--- config.mk ---
export PLATFORM = sky130hd
export DESIGN_NAME = fir_df_round
export DESIGN_NICKNAME = d
export VERILOG_FILES = /design/src/design/fir_df_pkg.sv /design/src/design/fir_df_round.sv
export SDC_FILE = /design/constraint.sdc
export NUM_CORES = 1
export LEC_CHECK = 0
export BUFFER_PORTS_ARGS = -buffer_cell sky130_fd_sc_hd__buf_2
export CORE_MARGIN = 2
export CORE_UTILIZATION = 35
export DETAILED_ROUTE_END_ITERATION = 7
export PLACE_DENSITY = 0.72
export SYNTH_ARGS = -nofsm -noshare
export SYNTH_HDL_FRONTEND = slang
export SYNTH_SLANG_ARGS = --single-unit
--- constraint.sdc ---
create_clock -name vclk -period 7.8
set_input_delay 2.34 -clock vclk [all_inputs]
set_output_delay 2.34 -clock vclk [all_outputs]
set_load 0.05 [all_outputs]
--- src/design/fir_df_pkg.sv ---
// shared types and constants of the direct-form fir filter
package fir_df_pkg;

   localparam int TAPS_W       = 5;
   localparam int COEF_INDEX_W = 4;

   localparam logic [TAPS_W-1:0] TAPS_RESET = 5'd16;

   typedef enum logic {
      KIND_SAMPLE = 1'b0,
      KIND_COEF   = 1'b1
   } kind_type;

   // control broadcast from the top level to every tap cell
   typedef struct packed {
      logic                    advance;
      logic                    shift;
      logic                    clear;
      logic                    coef_we;
      logic [COEF_INDEX_W-1:0] coef_index;
      logic [TAPS_W-1:0]       taps;
   } cell_ctl_type;

endpackage

--- src/design/fir_df_round.sv ---
// rounding half up and saturation of the accumulated sum to sample width
module fir_df_round #(
   parameter int SAMPLE_WIDTH = 16,
   parameter int ACC_WIDTH    = 36
) (
   input  logic signed [ACC_WIDTH-1:0]    acc,
   output logic signed [SAMPLE_WIDTH-1:0] filtered,
   output logic                           saturated
);
   import fir_df_pkg::*;

   localparam int FRAC = SAMPLE_WIDTH - 1;
   localparam int Q_W  = ACC_WIDTH - FRAC;
   localparam logic signed [ACC_WIDTH:0] HALF =
      $signed({{(ACC_WIDTH+1-FRAC){1'b0}}, 1'b1, {(FRAC-1){1'b0}}});
   localparam logic signed [ACC_WIDTH:0] ACC_MAX =
      $signed({2'b00, {(ACC_WIDTH-1){1'b1}}});
   localparam logic signed [Q_W-1:0] VAL_MAX =
      $signed({{(Q_W-SAMPLE_WIDTH+1){1'b0}}, {(SAMPLE_WIDTH-1){1'b1}}});
   localparam logic signed [Q_W-1:0] VAL_MIN =
      $signed({{(Q_W-SAMPLE_WIDTH+1){1'b1}}, {(SAMPLE_WIDTH-1){1'b0}}});

   logic signed [ACC_WIDTH:0]   sum;
   logic signed [ACC_WIDTH-1:0] rounded;
   logic signed [Q_W-1:0]       q;

   always_comb begin
      sum = $signed({acc[ACC_WIDTH-1], acc}) + HALF;
      rounded = (sum > ACC_MAX) ? ACC_MAX[ACC_WIDTH-1:0] : sum[ACC_WIDTH-1:0];
      // dropping the fraction bits of a two's complement value is a floor
      q = $signed(rounded[ACC_WIDTH-1:FRAC]);
      if (q > VAL_MAX) begin
         filtered  = VAL_MAX[SAMPLE_WIDTH-1:0];
         saturated = 1'b1;
      end else if (q < VAL_MIN) begin
         filtered  = VAL_MIN[SAMPLE_WIDTH-1:0];
         saturated = 1'b1;
      end else begin
         filtered  = q[SAMPLE_WIDTH-1:0];
         saturated = 1'b0;
      end
   end

endmodule

==> run summary, run 1 <==
The run finished with clean final reports. The simple-gate share of the synthesized area came out at 39.9%. The core region area is 1920 µm². In this run the post-CTS setup repair buffer count came out at 0. The wire length reported by the detailed router is 2.06 mm.

The global routing usage summed across all routing layers is 17.6%. The share of final-layout standard cells stronger than drive strength 1 is 31.9%. The final critical path time including I/O delays and setup came out at 7.15 ns. From left edge to right edge, the die measures 48.5 µm. The proportion of netlist area held by the largest area contributor came out at 13.9%.

The number of placement rows is 16. The met3 usage is 0.617%. Port buffering added 39 buffers. The net count of the finished layout is 181. The maximum resistive drop on vdd came out at 33.9 µV. On the worst path, the slowest cell contributes a delay of 0.69 ns.

In this run the tightest slew margin relative to its limit is 52.0%. Detailed routing inserted a total of 917 vias. The signal on the critical path passes through buf_2 > nand4_2 > or4_4 > nor4_2 > mux2i_1 > a221oi_4 > o22ai_1 > buf_2. In this run, post-CTS repair resized a total of 0 instances. Yosys mapped the design onto 33 distinct sky130hd cell types. The final total negative setup slack came out at 0 ns.

By area the synthesized netlist is led by sky130_fd_sc_hd__xor2_1 14%, sky130_fd_sc_hd__o22ai_1 7.2%, sky130_fd_sc_hd__nand3_1 6.5%. In this run the worst path has a maximum fanout of 16. The transition at the pin with the smallest max-transition slack came out at 0.721 ns. The data required time of the critical path came out at 5.46 ns.

The path type of the worst min-delay path is in -> out. The number of primary I/O pins is 53. The number of hold buffers added after CTS was 0.

The worst setup path is captured at a primary output. The first detailed-routing pass ran for 4 iterations. The total die area is 2350 µm². The post-synthesis adder-cell area fraction is 3.61%. Of the total synthesized cell area, the portion taken by XOR and XNOR cells is 19.0%. The maximum number of pins on one net before global-route repair came out at 18. For met2 alone, demand over resource in global routing was 33.6%. The via count of the first global-routing pass came out at 833. The first global-routing pass estimated 3.56 mm of wire. For this block, the initial DRC count from the detailed router was 6. The fraction of the cycle the final worst path needs is 91.6%. The synthesized cell area is 693 µm². For this design, the slowest cell found on the critical path is sky130_fd_sc_hd__a221oi_4. The register area is 0 µm². The multiplexer share of the synthesized area came out at 1.44%. The number of antenna diodes in the final layout is 0. The final setup violation count came out at 0.

The final count of pins violating max slew is 0. The met1 global-route usage came out at 23.5%. After synthesis, the largest family of logic cells by area is simple AND/OR/NAND/NOR gates. The most congested layer reported by global routing is met2. The number of antenna violations at the first check in global routing came out at 0. The sequential share of the synthesized area is 0%. The setup path with the least slack is of type in -> out. The worst endpoint data arrival time came out at 4.81 ns.

The average size of a mapped cell is 6.60 µm². Among the stages of the critical path, the cell type that occurs most often is sky130_fd_sc_hd__buf_2. The synthesized netlist net count is 143. The analysis attributes to cell leakage a power of 0.389 nW. The count of warnings emitted by yosys came out at 0.

The post-DP HPWL came out at 1.66 mm. The count of clock buffers in the final design is 0. The hold violation count in the final report is 0.

Setup repair after global routing left no endpoint under its margin. The complex-gate fraction of the synthesized area came out at 31.0%. Routability-driven placement finished with a final weighted congestion of 0.803.

The number of nets still failing antenna checks after routing is 0. The number of standard cells after synthesis came out at 105. The total DRC errors in the routed layout came out at 0. The commonest cells after synthesis are 11 x sky130_fd_sc_hd__nand2_1, 11 x sky130_fd_sc_hd__xor2_1, 9 x sky130_fd_sc_hd__nand3_1. STA classifies the critical path startpoint as an input port. The die span in y is 48.5 µm. The biggest area contributor in the post-synthesis netlist is sky130_fd_sc_hd__xor2_1. The total power divided by cell area is 66.5 nW/µm². For this configuration, the core starts out at a cell density of 36.1%. For this run the aggregate overflow at the end of global routing stands at 0. The post-layout total power came out at 0.0600 mW. Based on the critical path, the design can be clocked at up to 140 MHz.

The layout sequential cell count came out at 0. The max-capacitance violation count is 0. The hold-critical path depth came out at 4. Dividing the detail-routed via count by the number of cells gives 5.46. The area growth from synthesis to layout is 30.1%. In the final routed layout, each cell accounts on average for 12.3 µm. The layout filler cell count came out at 221.
[area by class of cell]
cell class	count	area (µm²)	area share, %
multi-input combinational	98	658	73.0
timing repair buffer	39	195	21.6
tap	27	33.8	3.74
inverter	4	15.0	1.66
[path summary, 6_finish.rpt]
kind | to | start
worst min-delay path | filtered[6] | acc[21]
worst max-delay path | filtered[13] | acc[19]
[power by group]
part / switching, mW / internal [mW]
Combinational: 0.0434 / 0.0166
Sequential: 0 / 0
Clock: 0 / 0
Total: 0.0434 / 0.0166
[placed cells by master (no fill, tap or decap)]
cell,synthesis,routed
sky130_fd_sc_hd__buf_2,1,39
sky130_fd_sc_hd__nand2_1,11,11
sky130_fd_sc_hd__xor2_1,11,11
sky130_fd_sc_hd__nand3_1,9,9
sky130_fd_sc_hd__nor2_1,8,8
sky130_fd_sc_hd__o21ai_0,8,8
sky130_fd_sc_hd__a21oi_1,8,8
sky130_fd_sc_hd__o22ai_1,8,8
sky130_fd_sc_hd__nand4_1,7,7
sky130_fd_sc_hd__xnor2_1,4,4
sky130_fd_sc_hd__inv_1,3,3
sky130_fd_sc_hd__nor3_1,3,3
sky130_fd_sc_hd__and3_1,2,2
sky130_fd_sc_hd__nor4_1,2,2
sky130_fd_sc_hd__ha_1,2,2
sky130_fd_sc_hd__nand4_2,1,1
sky130_fd_sc_hd__or4_4,1,1
sky130_fd_sc_hd__nor4_2,1,1
sky130_fd_sc_hd__or3_1,1,1
sky130_fd_sc_hd__mux2i_1,1,1
sky130_fd_sc_hd__nand4b_1,1,1
sky130_fd_sc_hd__or4_1,1,1
sky130_fd_sc_hd__nor4b_1,1,1
sky130_fd_sc_hd__a31oi_1,1,1
sky130_fd_sc_hd__a221oi_4,1,1
sky130_fd_sc_hd__o41ai_4,1,1
sky130_fd_sc_hd__inv_2,1,1
sky130_fd_sc_hd__o21a_1,1,1
sky130_fd_sc_hd__o211a_1,1,1
sky130_fd_sc_hd__and4_1,1,1
sky130_fd_sc_hd__o21bai_1,1,1
[critical path, delay by kind of cell]
family / cells / cell delay [ns]
and+or+nand+nor: 3 / 1.02
buffers and inverters: 2 / 0.39
muxes: 1 / 0.15
AOI/OAI and AO/OA: 2 / 0.90
[per-layer routing]
metal	up-vias	wire length [µm]
met1	415	959
met2	23	1020
li1	479	-
met3	0	77
met4	0	0
met5	-	0
[metrics by stage]
step           hold slack, ns  std cells  setup slack (ns)  cell area, µm²  util, %
2_1_floorplan            5.04        105             0.599             693        -
3_3_place_gp             5.19        168             0.716             902     46.9
3_5_place_dp             5.21        168             0.674             902     46.9
4_1_cts                  5.21        168             0.672             902     46.9
5_1_grt                  5.26        168             0.490             902     46.9
6_report                 5.20        168             0.652             902     46.9
[cells by family after synthesis]
| logic type | Yosys count |
|---|---|
| buffers and inverters | 7 |
| multiplexers | 1 |
| AND/OR/NAND/NOR | 50 |
| XOR/XNOR | 15 |
| adder cells (fa/ha/maj) | 2 |
| AO/OA/AOI/OAI | 30 |
(Power assumes the default switching activity.)
==> run 2, diff against run 1 <==
--- a/config.mk
+++ b/config.mk
@@ -7,9 +7,9 @@
 export LEC_CHECK = 0
 export BUFFER_PORTS_ARGS = -buffer_cell sky130_fd_sc_hd__buf_2
 export CORE_MARGIN = 2
-export CORE_UTILIZATION = 35
+export CORE_UTILIZATION = 46
 export DETAILED_ROUTE_END_ITERATION = 7
-export PLACE_DENSITY = 0.72
+export PLACE_DENSITY = 0.91
 export SYNTH_ARGS = -nofsm -noshare
 export SYNTH_HDL_FRONTEND = slang
 export SYNTH_SLANG_ARGS = --single-unit
==> run 2 against run 1 <==
Design area down 1.5%. Worst setup slack better by 0.062 ns. Die area decreased by 22%. Utilization increased by 14 points. Via count is 2.3% higher.
==> run summary, run 2 (same netlist as run 1, synthesis figures left out) <==
The run finished with clean final reports. The worst setup path is of the in -> out kind. For this design the top-level I/O count stands at 53. The maximum resistive drop on vdd is 45.2 µV. For this run, the share of the core covered by cells in the final layout is 61.1%. The max-capacitance violation count is 0. The number of placement rows is 14. Global routing used 21.0% of the available tracks across all layers. At the worst endpoint, the required time is 5.46 ns.

There are 0 flip-flops and latches. Setup repair after global routing left no endpoint under its margin. The initial utilization of the core area, before any placement, comes to 47.7%. The highest clock frequency the design can meet came out at 141 MHz. The hold-critical path depth is 4. The register area is 0 µm². Of all nets on the critical path, the largest fanout is 16. The endpoint class of the critical path is a primary output.

The floorplan step defined a die boundary enclosing 1830 µm². The number of buffer cells added on primary ports came out at 39. The first TritonRoute pass finished after 4 iterations.

0 antenna diodes ended up in the layout. In the layout the commonest cells are 39 x sky130_fd_sc_hd__buf_2, 11 x sky130_fd_sc_hd__nand2_1, 11 x sky130_fd_sc_hd__xor2_1, 9 x sky130_fd_sc_hd__nand3_1. The final worst setup slack is 0.715 ns. The total power divided by cell area came out at 67.2 nW/µm². The worst max-slew margin expressed relative to the limit is 56.3%. The via count of the first global-routing pass is 787. The fraction of the cycle the final worst path needs came out at 90.8%.

For this block, the initial DRC count from the detailed router was 24. Once the clock tree was built, the setup fixing pass inserted 0 buffers. Hold repair after CTS inserted 0 buffers.

The wire length reported by the detailed router came out at 1.89 mm. Entering global routing, the biggest net connects 18 pins. The final total negative setup slack came out at 0 ns.

The final setup violation count is 0. The die span in y is 42.8 µm. The count of nets left with antenna violations once routing finished came out at 0.

OpenSTA, run right after detailed placement, puts the worst setup slack at 0.701 ns. The total DRC errors in the routed layout came out at 0. The number of antenna violations at the first check in global routing is 0.

In this run the static leakage power is 0.389 nW. The post-CTS resize count came out at 0. The final count of pins violating max slew came out at 0. The layout filler cell count is 150. The number of vias in the routed layout is 938. The hold violation count in the final report is 0. The worst endpoint data arrival time is 4.75 ns. The final critical path time including I/O delays and setup came out at 7.09 ns. The transition at the pin with the smallest max-transition slack is 0.656 ns.

The routed length per instance came out at 12.0 µm. The share of final-layout standard cells stronger than drive strength 1 came out at 31.9%. The number of nets in the layout is 181. The overall overflow remaining after global route came out at 0. The last weighted congestion value of the routability-driven placer is 0.846. The library cell used most frequently in the layout, excluding fill and tap cells, is sky130_fd_sc_hd__buf_2. The post-layout total power is 0.0597 mW. The post-DP HPWL came out at 1.57 mm.

The signed area change from the synthesized netlist to the final layout came out at 28.2%. From left edge to right edge, the die measures 42.8 µm. The count of clock buffers in the final design came out at 0.

The worst hold margin came out at 5.19 ns. Using the TritonRoute via totals, the vias-per-cell ratio works out to 5.97. The first global-routing pass estimated 3.21 mm of wire.

The path type of the worst min-delay path is in -> out. The core region area is 1450 µm². STA classifies the critical path startpoint as an input port.
run 2: cell counts in the layout (fill, tap and decap cells not counted):
No cell type changed its count.
run 2: routing by layer:
| layer | vias to the layer above | GRT usage (%) | wire length, µm | share of wire (%) |
|---|---|---|---|---|
| met5 | - | 0 | 0 | 0 |
| met4 | 0 | 0 | 0 | 0 |
| met3 | 0 | 0 | 99 | 5.3 |
| met2 | 28 | 40.0 | 926 | 49 |
| met1 | 432 | 27.8 | 858 | 46 |
| li1 | 478 | - | - | - |
run 2: metrics by stage:
step | area, µm² | cells
6_report | 888 | 157
5_1_grt | 888 | 157
4_1_cts | 888 | 157
3_5_place_dp | 888 | 157
3_3_place_gp | 888 | 157
2_1_floorplan | 693 | 105
run 2: final cells by class:
class | instances | area, µm² | share of cell area [%]
Multi-Input combinational cell | 98 | 658 | 74.1
Timing Repair Buffer | 39 | 195 | 22.0
Tap cell | 16 | 20.0 | 2.25
Inverter | 4 | 15.0 | 1.69
run 2: worst paths after layout:
| check | from | to |
|---|---|---|
| min | acc[25] | filtered[10] |
| max | acc[19] | filtered[0] |
run 2: power by group:
group / internal [mW] / switching (mW)
Clock: 0 / 0
Sequential: 0 / 0
Combinational: 0.0166 / 0.0430
Total: 0.0166 / 0.0430
run 2: critical path: stages:
cell	delay [ns]
sky130_fd_sc_hd__buf_2	0.14
sky130_fd_sc_hd__nand4_2	0.18
sky130_fd_sc_hd__or4_4	0.59
sky130_fd_sc_hd__nor4_2	0.27
sky130_fd_sc_hd__mux2i_1	0.15
sky130_fd_sc_hd__a221oi_4	0.65
sky130_fd_sc_hd__o21ai_0	0.19
sky130_fd_sc_hd__buf_2	0.24
