`src/design/fir_df_pkg.sv`:
```
// shared types and constants of the direct-form fir filter
package fir_df_pkg;

   localparam int TAPS_W       = 5;
   localparam int COEF_INDEX_W = 4;

   localparam logic [TAPS_W-1:0] TAPS_RESET = 5'd16;

   typedef enum logic {
      KIND_SAMPLE = 1'b0,
      KIND_COEF   = 1'b1
   } kind_type;

   // control broadcast from the top level to every tap cell
   typedef struct packed {
      logic                    advance;
      logic                    shift;
      logic                    clear;
      logic                    coef_we;
      logic [COEF_INDEX_W-1:0] coef_index;
      logic [TAPS_W-1:0]       taps;
   } cell_ctl_type;

endpackage

```
`src/design/fir_df_cell.sv`:
```
// one tap cell: delay register, coefficient register, multiply and accumulate stage
module fir_df_cell #(
   parameter int CELL_INDEX   = 0,
   parameter int SAMPLE_WIDTH = 16,
   parameter int ACC_WIDTH    = 36
) (
   input  logic                           clock,
   input  logic                           reset,
   input  fir_df_pkg::cell_ctl_type       ctl,
   input  logic signed [SAMPLE_WIDTH-1:0] sample_prev,
   input  logic signed [SAMPLE_WIDTH-1:0] coef_value,
   input  logic                           token_prev,
   input  logic signed [ACC_WIDTH-1:0]    acc_prev,
   output logic signed [SAMPLE_WIDTH-1:0] sample_out,
   output logic                           token_out,
   output logic signed [ACC_WIDTH-1:0]    acc_out
);
   import fir_df_pkg::*;

   localparam int PROD_W = 2 * SAMPLE_WIDTH;
   localparam logic signed [ACC_WIDTH:0] ACC_MAX =
      $signed({2'b00, {(ACC_WIDTH-1){1'b1}}});
   localparam logic signed [ACC_WIDTH:0] ACC_MIN =
      $signed({2'b11, {(ACC_WIDTH-2){1'b0}}, 1'b1});
   localparam logic TAPS_REACH = CELL_INDEX < (1 << TAPS_W);
   localparam logic COEF_REACH = CELL_INDEX < (1 << COEF_INDEX_W);

   logic signed [SAMPLE_WIDTH-1:0] sample_ff, sample_in;
   logic signed [SAMPLE_WIDTH-1:0] coef_ff, coef_in;
   logic                           token_ff, token_in;
   logic signed [ACC_WIDTH-1:0]    acc_ff, acc_in;

   logic                           tap_on;
   logic                           coef_sel;
   logic signed [PROD_W-1:0]       product;
   logic signed [ACC_WIDTH:0]      sum;
   logic signed [ACC_WIDTH-1:0]    sum_sat;

   always_comb begin
      // a tap count of zero still uses the first tap
      tap_on = (CELL_INDEX == 0) ||
               (TAPS_REACH && (TAPS_W'(CELL_INDEX) < ctl.taps));
      coef_sel = ctl.coef_we && COEF_REACH &&
                 (ctl.coef_index == COEF_INDEX_W'(CELL_INDEX));
   end

   always_comb begin
      product = sample_ff * coef_ff;
      sum = $signed({acc_prev[ACC_WIDTH-1], acc_prev}) +
            $signed({{(ACC_WIDTH+1-PROD_W){product[PROD_W-1]}}, product});
      // clamp at the accumulator limits
      if (sum > ACC_MAX) begin
         sum_sat = ACC_MAX[ACC_WIDTH-1:0];
      end else if (sum < ACC_MIN) begin
         sum_sat = ACC_MIN[ACC_WIDTH-1:0];
      end else begin
         sum_sat = sum[ACC_WIDTH-1:0];
      end
   end

   always_comb begin
      if (ctl.clear) begin
         sample_in = '0;
      end else if (ctl.shift) begin
         sample_in = sample_prev;
      end else begin
         sample_in = sample_ff;
      end
      coef_in  = coef_sel ? coef_value : coef_ff;
      token_in = ctl.advance ? token_prev : token_ff;
      if (!ctl.advance) begin
         acc_in = acc_ff;
      end else if (tap_on) begin
         acc_in = sum_sat;
      end else begin
         acc_in = acc_prev;
      end
   end

   always_ff @(posedge clock) begin
      if (reset) begin
         sample_ff <= '0;
         coef_ff   <= '0;
         token_ff  <= 1'b0;
      end else begin
         sample_ff <= sample_in;
         coef_ff   <= coef_in;
         token_ff  <= token_in;
      end
   end

   always_ff @(posedge clock) begin
      acc_ff <= acc_in;
   end

   assign sample_out = sample_ff;
   assign token_out  = token_ff;
   assign acc_out    = acc_ff;

endmodule

```
`config.mk`:
```
export PLATFORM = sky130hd
export DESIGN_NAME = fir_df_cell
export DESIGN_NICKNAME = d
export VERILOG_FILES = /design/src/design/fir_df_pkg.sv /design/src/design/fir_df_cell.sv
export SDC_FILE = /design/constraint.sdc
export NUM_CORES = 1
export LEC_CHECK = 0
export CORE_MARGIN = 5
export CORE_UTILIZATION = 46
export CTS_BUF_LIST = sky130_fd_sc_hd__clkbuf_4
export DETAILED_ROUTE_END_ITERATION = 6
export DONT_BUFFER_PORTS = 1
export PLACE_DENSITY = 0.72
export SYNTH_ARGS = -nofsm -noshare
export SYNTH_HDL_FRONTEND = slang
export SYNTH_SLANG_ARGS = --single-unit
```
`constraint.sdc`:
```
create_clock -name clock -period 20.1 [get_ports clock]
set_clock_uncertainty 0.2 [all_clocks]
set_input_delay 0 -clock clock [delete_from_list [all_inputs] [get_ports clock]]
set_output_delay 0 -clock clock [all_outputs]
set_load 0.005 [all_outputs]
```
==> results of run 1 <==
==> placed cells by master (no fill, tap or decap), types with 3 or more instances in the layout <==
| cell type | instances |
|---|---|
| sky130_fd_sc_hd__dlygate4sd3_1 | 86 |
| sky130_fd_sc_hd__ha_1 | 110 |
| sky130_fd_sc_hd__nor2_1 | 54 |
| sky130_fd_sc_hd__a31oi_1 | 3 |
| sky130_fd_sc_hd__xnor2_1 | 24 |
| sky130_fd_sc_hd__nor3_1 | 8 |
| sky130_fd_sc_hd__xor2_1 | 9 |
| sky130_fd_sc_hd__o21a_1 | 4 |
| sky130_fd_sc_hd__o21bai_1 | 4 |
| sky130_fd_sc_hd__nand3b_1 | 3 |
| sky130_fd_sc_hd__a21o_1 | 13 |
| sky130_fd_sc_hd__maj3_1 | 20 |
| sky130_fd_sc_hd__a21oi_2 | 6 |
| sky130_fd_sc_hd__a211oi_1 | 4 |
| sky130_fd_sc_hd__nand2_1 | 181 |
| sky130_fd_sc_hd__inv_1 | 364 |
| sky130_fd_sc_hd__o211ai_1 | 6 |
| sky130_fd_sc_hd__nand4b_1 | 3 |
| sky130_fd_sc_hd__nor4_1 | 7 |
| sky130_fd_sc_hd__nand3_1 | 14 |
| sky130_fd_sc_hd__a21oi_1 | 52 |
| sky130_fd_sc_hd__buf_4 | 11 |
| sky130_fd_sc_hd__clkbuf_4 | 9 |
| sky130_fd_sc_hd__and3_1 | 7 |
| sky130_fd_sc_hd__and2_1 | 126 |
| sky130_fd_sc_hd__mux2i_1 | 20 |
| sky130_fd_sc_hd__edfxtp_1 | 36 |
| sky130_fd_sc_hd__dfxtp_1 | 33 |
| sky130_fd_sc_hd__o21ai_0 | 23 |
| sky130_fd_sc_hd__diode_2 | 3 |
| sky130_fd_sc_hd__inv_6 | 3 |
| sky130_fd_sc_hd__nand2b_1 | 5 |
| sky130_fd_sc_hd__fa_1 | 318 |
==> synthesized netlist by cell type (2+ instances only) <==
library cell	count
sky130_fd_sc_hd__nand4b_1	3
sky130_fd_sc_hd__and2_1	126
sky130_fd_sc_hd__o21ai_0	23
sky130_fd_sc_hd__a211o_1	2
sky130_fd_sc_hd__nor2_1	54
sky130_fd_sc_hd__a221oi_2	2
sky130_fd_sc_hd__a21oi_1	52
sky130_fd_sc_hd__dfxtp_1	33
sky130_fd_sc_hd__a21oi_2	6
sky130_fd_sc_hd__a211oi_1	4
sky130_fd_sc_hd__nand2b_1	5
sky130_fd_sc_hd__o21bai_1	4
sky130_fd_sc_hd__nand4_1	2
sky130_fd_sc_hd__edfxtp_1	36
sky130_fd_sc_hd__nand3_1	14
sky130_fd_sc_hd__nor3_1	8
sky130_fd_sc_hd__a31oi_1	3
sky130_fd_sc_hd__nand2_1	181
sky130_fd_sc_hd__a2111oi_0	2
sky130_fd_sc_hd__xnor2_1	24
sky130_fd_sc_hd__nor3b_1	2
sky130_fd_sc_hd__clkbuf_1	45
sky130_fd_sc_hd__fa_1	318
sky130_fd_sc_hd__o211ai_1	6
sky130_fd_sc_hd__nor4_1	7
sky130_fd_sc_hd__mux2i_1	20
sky130_fd_sc_hd__buf_6	5
sky130_fd_sc_hd__and3_1	7
sky130_fd_sc_hd__inv_1	364
sky130_fd_sc_hd__xor2_1	9
sky130_fd_sc_hd__buf_2	6
sky130_fd_sc_hd__nand3b_1	3
sky130_fd_sc_hd__o21a_1	4
sky130_fd_sc_hd__nor2b_1	2
sky130_fd_sc_hd__maj3_1	20
sky130_fd_sc_hd__ha_1	110
sky130_fd_sc_hd__a21o_1	13
sky130_fd_sc_hd__a311oi_2	2
==> routing by layer <==
| metal | track usage (%) | up-vias |
|---|---|---|
| met5 | 0 | - |
| met2 | 38.76 | 327 |
| met1 | 25.40 | 5446 |
| met4 | 7.012 | 4 |
| li1 | - | 4817 |
| met3 | 5.761 | 69 |
==> worst min-delay path: stages <==
cell and delay (ns):
sky130_fd_sc_hd__nand2_1 0.49, sky130_fd_sc_hd__nand2_1 0.23, sky130_fd_sc_hd__a21oi_1 0.06
==> how the worst max path moves through the flow <==
stage / start / endpoint / slack (ns)
finish: coef_ff[7] / acc_out[0] / 12.12
global route: coef_ff[7] / acc_out[0] / 11.67
CTS: coef_ff[6] / acc_out[0] / 12.15
detailed placement: sample_out[15] / acc_out[0] / 12.20
global placement: coef_ff[6] / acc_out[0] / 12.31
floorplan: sample_out[15] / acc_out[0] / 12.97
==> registers in the layout, indices dropped and copies added, names as in the netlist <==
register / flops
acc_out: 36
token_out: 1
sample_out: 16
coef_ff: 16
==> where the power goes <==
part	total, mW	internal [mW]	switching [mW]
Sequential	0.178	0.164	0.0140
Combinational	0.121	0.0517	0.0693
Clock	0.120	0.0524	0.0677
==> area by class of cell <==
type                    instances  area, sq um
fillers                      2844        15490
inverters                     365         1370
clock inverters                 7        105.1
multi-input cells            1067        11470
clock buffers                   9        67.56
flip-flops and latches         69         1742
repair buffers                 98        963.4
diodes                          3        7.507
well taps                     402        503.0
==> cells by family (layout without fill, tap and decap cells) <==
family	Yosys count	after routing
AND/OR/NAND/NOR	428	428
buffers and inverters	422	479
flip-flops	69	69
XOR/XNOR	33	33
AO/OA/AOI/OAI	138	138
multiplexers	20	20
other	0	3
adder cells (fa/ha/maj)	448	448
==> what timing repair did <==
item                                   4_1_cts  5_1_grt
buffers inserted                             0        0
hold buffers                                87        0
endpoints found under the hold margin       71        0
==> insert_results.sql, run 1 <==
INSERT INTO impl_metrics (metric_group, metric, value, unit) VALUES
('cells_and_area', 'final_cells', '2020', ''),
('cells_and_area', 'area_delta_synth_final', '9.352', '%'),
('cts', 'max-clock-path-buffers', '2', ''),
('global_route', 'grt_pass1_wl', '61550', 'um'),
('cts', 'cts-buffers-inserted', '9', ''),
('power_and_ir_drop', 'pwr_density_cell', '25.82', 'mW/mm^2'),
('cts', 'cts_resized', '0', ''),
('power_and_ir_drop', 'peakVddDrop', '0.00002695', 'V'),
('cts', 'worstSkewPairLatency', '0.53', 'ns'),
('synthesis', 'ranking_of_synthesized_cells_by_area', 'sky130_fd_sc_hd__fa_1, sky130_fd_sc_hd__ha_1, sky130_fd_sc_hd__inv_1, sky130_fd_sc_hd__edfxtp_1, sky130_fd_sc_hd__and2_1', ''),
('global_route', 'track_usage', '21.66', '%'),
('global_route', 'largest_net_degree_at_the_start_of_global_routing', '37', ''),
('routing', 'route.detailed.wl_per_inst', '18.28', 'um'),
('floorplanning', 'fp.dieH', '189.6', 'um'),
('sta', 'max_clock_freq', '125.4', 'MHz'),
('synthesis', 'syn-num-nets', '2070', ''),
('sta', 'rsz_0062_raised_after_global_routing', 'no', ''),
('worst_setup_path', 'crit_type', 'flip-flop to flip-flop', ''),
('synthesis', 'simple_gate_fraction_of_synth_area', '14.28', '%'),
('sta', 'maxSlewHeadroom', '21.83', '%'),
('routing', 'met3WireLength', '2783', 'um'),
('synthesis', 'synth-edff-count', '36', ''),
('synthesis', 'ys_types', '69', ''),
('routing', 'detail_route.wirelength', '36930', 'um'),
('sta', 'timing.final.ws_setup', '12.12', 'ns'),
('worst_setup_path', 'worstRegToRegCells', '22', ''),
('placement', 'placedCellCount', '1914', ''),
('cells_and_area', 'final_nets', '2122', ''),
('min_path', 'min_to', 'coef_ff[1]', ''),
('sta', 'timing.final.crit_period', '7.975', 'ns'),
('power_and_ir_drop', 'report.power.total', '0.4189', 'mW'),
('worst_setup_path', 'crit_path_top_delay_cell', 'sky130_fd_sc_hd__dfxtp_1', ''),
('synthesis', 'post_synth_mux_area_share', '1.349', '%'),
('synthesis', 'synth_ff_type', 'sky130_fd_sc_hd__edfxtp_1', ''),
('routing', 'drt-met1-wl', '14130', 'um'),
('floorplanning', 'die_width', '189.6', 'um'),
('sta', 'worst_hold_slack', '0.1087', 'ns'),
('placement', 'placedInstanceArea', '0.01516', 'sq mm'),
('worst_setup_path', 'setup.worst_path.end_class', 'flip-flop', ''),
('job', 'max_cap_viols', '0', ''),
('worst_setup_path', 'critical_path_source_type', 'flip-flop', ''),
('power_and_ir_drop', 'cellLeakagePower', '8.094', 'nW'),
('worst_setup_path', 'timing.critical_path.mode_cell', 'sky130_fd_sc_hd__fa_1', ''),
('synthesis', 'yosys.area_share.xor_xnor', '1.948', '%'),
('min_path', 'worstHoldPathCells', '3', ''),
('worst_setup_path', 'crit_path_max_delay_family', 'adder cells', ''),
('routing', 'highest-signal-layer', 'met5', ''),
('floorplanning', 'dieArea', '0.03595', 'sq mm'),
('worst_setup_path', 'crit_path_max_incr_delay', '0.84', 'ns'),
('worst_setup_path', 'timing.critical_path.cells', 'nand2_1 > fa_1 > inv_1 > fa_1 > fa_1 > fa_1 > fa_1 > inv_1 > fa_1 > inv_1 > ha_1 > a21oi_1 > nand2_1 > a211o_1 > a31o_1 > a311oi_2 > a21oi_2 > nor3_4 > buf_4 > nor2_4 > nor3b_1 > o31ai_1', ''),
('floorplanning', 'io_pins', '137', ''),
('global_route', 'number_of_antenna_violations_at_the_first_check_in_global_routing', '4', ''),
('routing', 'route.vias.total', '10663', ''),
('synthesis', 'synth_async_sr_flop_share', '0', '%'),
('sta', 'fin_tns_setup', '0', 'ns'),
('placement', 'total_half_perimeter_wirelength_after_legalization_and_detailed_placement', '29820', 'um'),
('placement', 'gp_routability_congestion', '0.8731', ''),
('routing', 'drc_markers', '0', ''),
('routing', 'firstDrtPassIters', '7', ''),
('run_status', 'run_status', 'complete, no violations', ''),
('placement', 'port_buffers', '0', ''),
('cells_and_area', 'final_util', '51.15', '%'),
('routing', 'antenna_violating_nets_post_route', '0', ''),
('min_path', 'min_path_type', 'input port to flip-flop', ''),
('routing', 'wire_length_on_met2', '18790', 'um'),
('synthesis', 'synth_top_cell_area_share', '42.91', '%'),
('sta', 'timing_max_transition_violations_final', '0', ''),
('placement', 'dpl_worst_slack', '12.20', 'ns'),
('global_route', 'globalRouteOverflowTotal', '0', ''),
('routing', 'routed_via_density', '5.279', ''),
('sta', 'report.final.setup_viol', '0', '');
Note: power is estimated with default switching activity, not from simulation.
==> inputs of run 2 (changes only) <==
==> constraint.sdc (replaced) <==
create_clock -name clock -period 7.8 [get_ports clock]
set_clock_uncertainty 0.2 [all_clocks]
set_input_delay 0 -clock clock [delete_from_list [all_inputs] [get_ports clock]]
set_output_delay 0 -clock clock [all_outputs]
set_load 0.005 [all_outputs]
==> run 2 against run 1 <==
Effect of this change: final cell count is 1.3% higher; core utilization rose by 0.59 points; sequential power rose to 2.6 times the previous value; sequential share of layout area decreased by 0.099 points; worst setup slack got worse by 12 ns; sequential cell count unchanged; worst hold slack lost 0.062 ns; critical path depth fell by 2; register-to-register slack lost 12 ns.
==> insert_results.sql, run 2 (same netlist as run 1, synthesis figures left out) <==
INSERT INTO impl_metrics (metric_group, metric, value, unit) VALUES
('worst_setup_path', 'setup.worst_path.end_class', 'flip-flop', ''),
('cells_and_area', 'area_delta_synth_final', '10.61', '%'),
('routing', 'detail_route.wirelength', '38440', 'um'),
('sta', 'timing.final.crit_period', '7.537', 'ns'),
('worst_setup_path', 'worst_ep_arrival_time', '7.57', 'ns'),
('cts', 'cts_root_buffer', 'sky130_fd_sc_hd__clkbuf_4', ''),
('cells_and_area', 'mostFrequentLayoutCells', 'sky130_fd_sc_hd__inv_1, sky130_fd_sc_hd__fa_1, sky130_fd_sc_hd__nand2_1', ''),
('power_and_ir_drop', 'sequentialPowerShare', '41.7', '%'),
('cells_and_area', 'post-route-cell-area', '0.01641', 'sq mm'),
('sta', 'min_period_over_period', '96.63', '%'),
('cts', 'cts-buffers-inserted', '9', ''),
('worst_setup_path', 'timing.critical_path.cells', 'nand2_1 > inv_1 > fa_1 > fa_1 > fa_1 > fa_1 > fa_1 > inv_1 > fa_1 > inv_1 > ha_1 > a21oi_1 > nand2_1 > a211o_1 > a31o_1 > a311oi_2 > and3_2 > nor3_4 > buf_4 > maj3_1', ''),
('power_and_ir_drop', 'p_sw_share', '36.38', '%'),
('cts', 'clock_sink_count', '69', ''),
('job', 'max_cap_viols', '0', ''),
('global_route', 'globalRouteOverflowTotal', '0', ''),
('global_route', 'number_of_antenna_violations_at_the_first_check_in_global_routing', '5', ''),
('floorplanning', 'die_width', '189.6', 'um'),
('cells_and_area', 'largest_reg_flops', '36', ''),
('power_and_ir_drop', 'cellLeakagePower', '8.230', 'nW'),
('placement', 'placedInstanceArea', '0.01537', 'sq mm'),
('power_and_ir_drop', 'pwr_density_cell', '66.66', 'mW/mm^2'),
('global_route', 'grt_pass1_wl', '63600', 'um'),
('power_and_ir_drop', 'p_clk_share', '28.7', '%'),
('worst_setup_path', 'critical_path_source_type', 'flip-flop', ''),
('routing', 'firstDrtPassIters', '5', ''),
('worst_setup_path', 'timing.critical_path.mode_cell', 'sky130_fd_sc_hd__fa_1', ''),
('sta', 'maxSlewHeadroom', '18.39', '%'),
('global_route', 'largest_net_degree_at_the_start_of_global_routing', '38', ''),
('cts', 'ctsHtreeMaxLevel', '3', ''),
('worst_setup_path', 'worst-path-max-fanout', '12', ''),
('routing', 'route.vias.total', '10951', ''),
('global_route', 'via_count_of_the_first_global_routing_pass', '12389', ''),
('cells_and_area', 'leading_cell_type_in_the_layout_fill_and_taps_excluded', 'sky130_fd_sc_hd__inv_1', ''),
('floorplanning', 'io_pins', '137', ''),
('run_status', 'run_status', 'complete, no violations', ''),
('sta', 'report.final.setup_viol', '0', ''),
('worst_setup_path', 'critical_path.n_buffers_inverters', '4', ''),
('sta', 'timing.final.hold_violations', '0', ''),
('sta', 'max_clock_freq', '132.7', 'MHz'),
('placement', 'total_half_perimeter_wirelength_after_legalization_and_detailed_placement', '31350', 'um'),
('min_path', 'worstHoldStart', 'coef_value[5]', ''),
('worst_setup_path', 'crit_type', 'flip-flop to flip-flop', ''),
('worst_setup_path', 'required', '7.83', 'ns'),
('floorplanning', 'fp.dieH', '189.6', 'um'),
('floorplanning', 'core.rowCount', '65', ''),
('worst_setup_path', 'crit_path_top_delay_cell', 'sky130_fd_sc_hd__fa_1', ''),
('routing', 'antenna_violating_nets_post_route', '0', ''),
('worst_setup_path', 'crit_path_max_incr_delay', '0.77', 'ns'),
('power_and_ir_drop', 'peakVddDrop', '0.00007931', 'V'),
('placement', 'gp_routability_congestion', '0.9047', ''),
('worst_setup_path', 'regToRegStartpoint', 'coef_ff[2]', ''),
('cells_and_area', 'final_nets', '2147', ''),
('power_and_ir_drop', 'combinationalPowerShare', '29.5', '%'),
('cts', 'max-clock-path-buffers', '2', ''),
('sta', 'timing_max_transition_violations_final', '0', ''),
('worst_setup_path', 'crit_path_max_delay_family', 'adder cells', ''),
('floorplanning', 'dieArea', '0.03595', 'sq mm'),
('global_route', 'track_usage', '22.44', '%'),
('sta', 'fin_tns_setup', '0', 'ns'),
('routing', 'drc_markers', '0', ''),
('cells_and_area', 'final_util', '51.74', '%'),
('power_and_ir_drop', 'intPower', '0.6959', 'mW'),
('floorplanning', 'start_util', '46.78', '%'),
('routing', 'initialDrtViolationCount', '655', ''),
('cts', 'clk_transition_reported_paths', '0.17', 'ns'),
('power_and_ir_drop', 'switching_power', '0.3980', 'mW'),
('min_path', 'min_path_type', 'input port to flip-flop', ''),
('cts', 'worstSkewPairLatency', '0.51', 'ns'),
('routing', 'route.detailed.wl_per_inst', '18.79', 'um'),
('cts', 'cts_tree', 'built', ''),
('cts', 'cts.repair_timing.setup_buffer_count', '0', ''),
('placement', 'port_buffers', '0', ''),
('floorplanning', 'core', '0.03172', 'sq mm'),
('sta', 'worst_pin_slew', '1.220', 'ns'),
('cells_and_area', 'final_layout_size_suffix_gt1_share', '5.000', '%'),
('sta', 'rsz_0062_raised_after_global_routing', 'no', ''),
('worst_setup_path', 'critical_path.startpoint', 'coef_ff[2]', ''),
('routing', 'routed_via_density', '5.352', '');
==> run 2: cell types whose count changed in the layout (fill, tap and decap cells not counted) <==
cell,previous run,this run
sky130_fd_sc_hd__o311ai_1,0,1
sky130_fd_sc_hd__inv_6,3,4
sky130_fd_sc_hd__inv_8,1,0
sky130_fd_sc_hd__o311ai_0,1,0
sky130_fd_sc_hd__dfxtp_1,33,30
sky130_fd_sc_hd__buf_4,11,38
sky130_fd_sc_hd__dlygate4sd3_1,86,84
sky130_fd_sc_hd__diode_2,3,4
sky130_fd_sc_hd__dfxtp_2,0,3
==> run 2: path summary, 6_finish.rpt <==
kind                      end  slack [ns]  cells past startpoint
setup / recovery   acc_out[9]        0.26                     20
hold / removal     coef_ff[5]        0.05                      3
setup reg to reg   acc_out[9]        0.26                     20
hold reg to reg   coef_ff[15]        0.29                      2
==> run 2: final cells by class <==
type                            count  area, sq um
Timing Repair Buffer              123         1146
Tap cell                          402        503.0
Antenna cell                        4        10.01
Fill cell                        2875        15310
Clock buffer                        9        67.56
Sequential cell                    69         1745
Multi-Input combinational cell   1067        11470
Inverter                          365         1370
Clock inverter                      7        102.6
==> run 2: power groups by stage <==
stage / clock [mW] / sequential, mW / combinational (mW)
after floorplan: 0 / 0.444 / 0.225
after global placement: 0 / 0.466 / 0.273
after detailed placement: 0 / 0.466 / 0.283
after CTS: 0.319 / 0.458 / 0.321
after global routing: 0.333 / 0.459 / 0.362
final: 0.314 / 0.457 / 0.323
==> run 2: what timing repair did <==
action                                  CTS  global route
gates resized for setup                   0             4
hold buffers                             85             0
endpoints found under the setup margin    0            36
endpoints found under the hold margin    71             0
==> run 2: worst register-to-register path, cell delays in order (launching register included) <==
cell	delay, ns
sky130_fd_sc_hd__dfxtp_1	0.61
sky130_fd_sc_hd__nand2_1	0.17
sky130_fd_sc_hd__inv_1	0.11
sky130_fd_sc_hd__fa_1	0.52
sky130_fd_sc_hd__fa_1	0.77
sky130_fd_sc_hd__fa_1	0.52
sky130_fd_sc_hd__fa_1	0.51
sky130_fd_sc_hd__fa_1	0.50
sky130_fd_sc_hd__inv_1	0.05
sky130_fd_sc_hd__fa_1	0.50
sky130_fd_sc_hd__inv_1	0.05
sky130_fd_sc_hd__ha_1	0.39
sky130_fd_sc_hd__a21oi_1	0.27
sky130_fd_sc_hd__nand2_1	0.13
sky130_fd_sc_hd__a211o_1	0.31
sky130_fd_sc_hd__a31o_1	0.26
sky130_fd_sc_hd__a311oi_2	0.40
sky130_fd_sc_hd__and3_2	0.31
sky130_fd_sc_hd__nor3_4	0.09
sky130_fd_sc_hd__buf_4	0.24
sky130_fd_sc_hd__maj3_1	0.36
==> run 2: metrics by stage <==
stage,setup slack [ns],hold WS (ns),cells,total power [mW]
after floorplan,0.6685,-0.08750,1558,0.6685
after global placement,0.3586,-0.1241,1941,0.7393
after detailed placement,0.1565,-0.1219,1941,0.7495
after CTS,0.1156,0.004216,2042,1.098
after global routing,0.05860,0.01597,2046,1.154
final,0.2627,0.04697,2046,1.094
==> run 2: layer usage <==
metal / share of wire [%] / GRT usage (%)
met2: 51 / 40.21
met1: 38 / 26.17
met4: 3.6 / 8.236
met3: 7.6 / 5.468
met5: 0.018 / 0
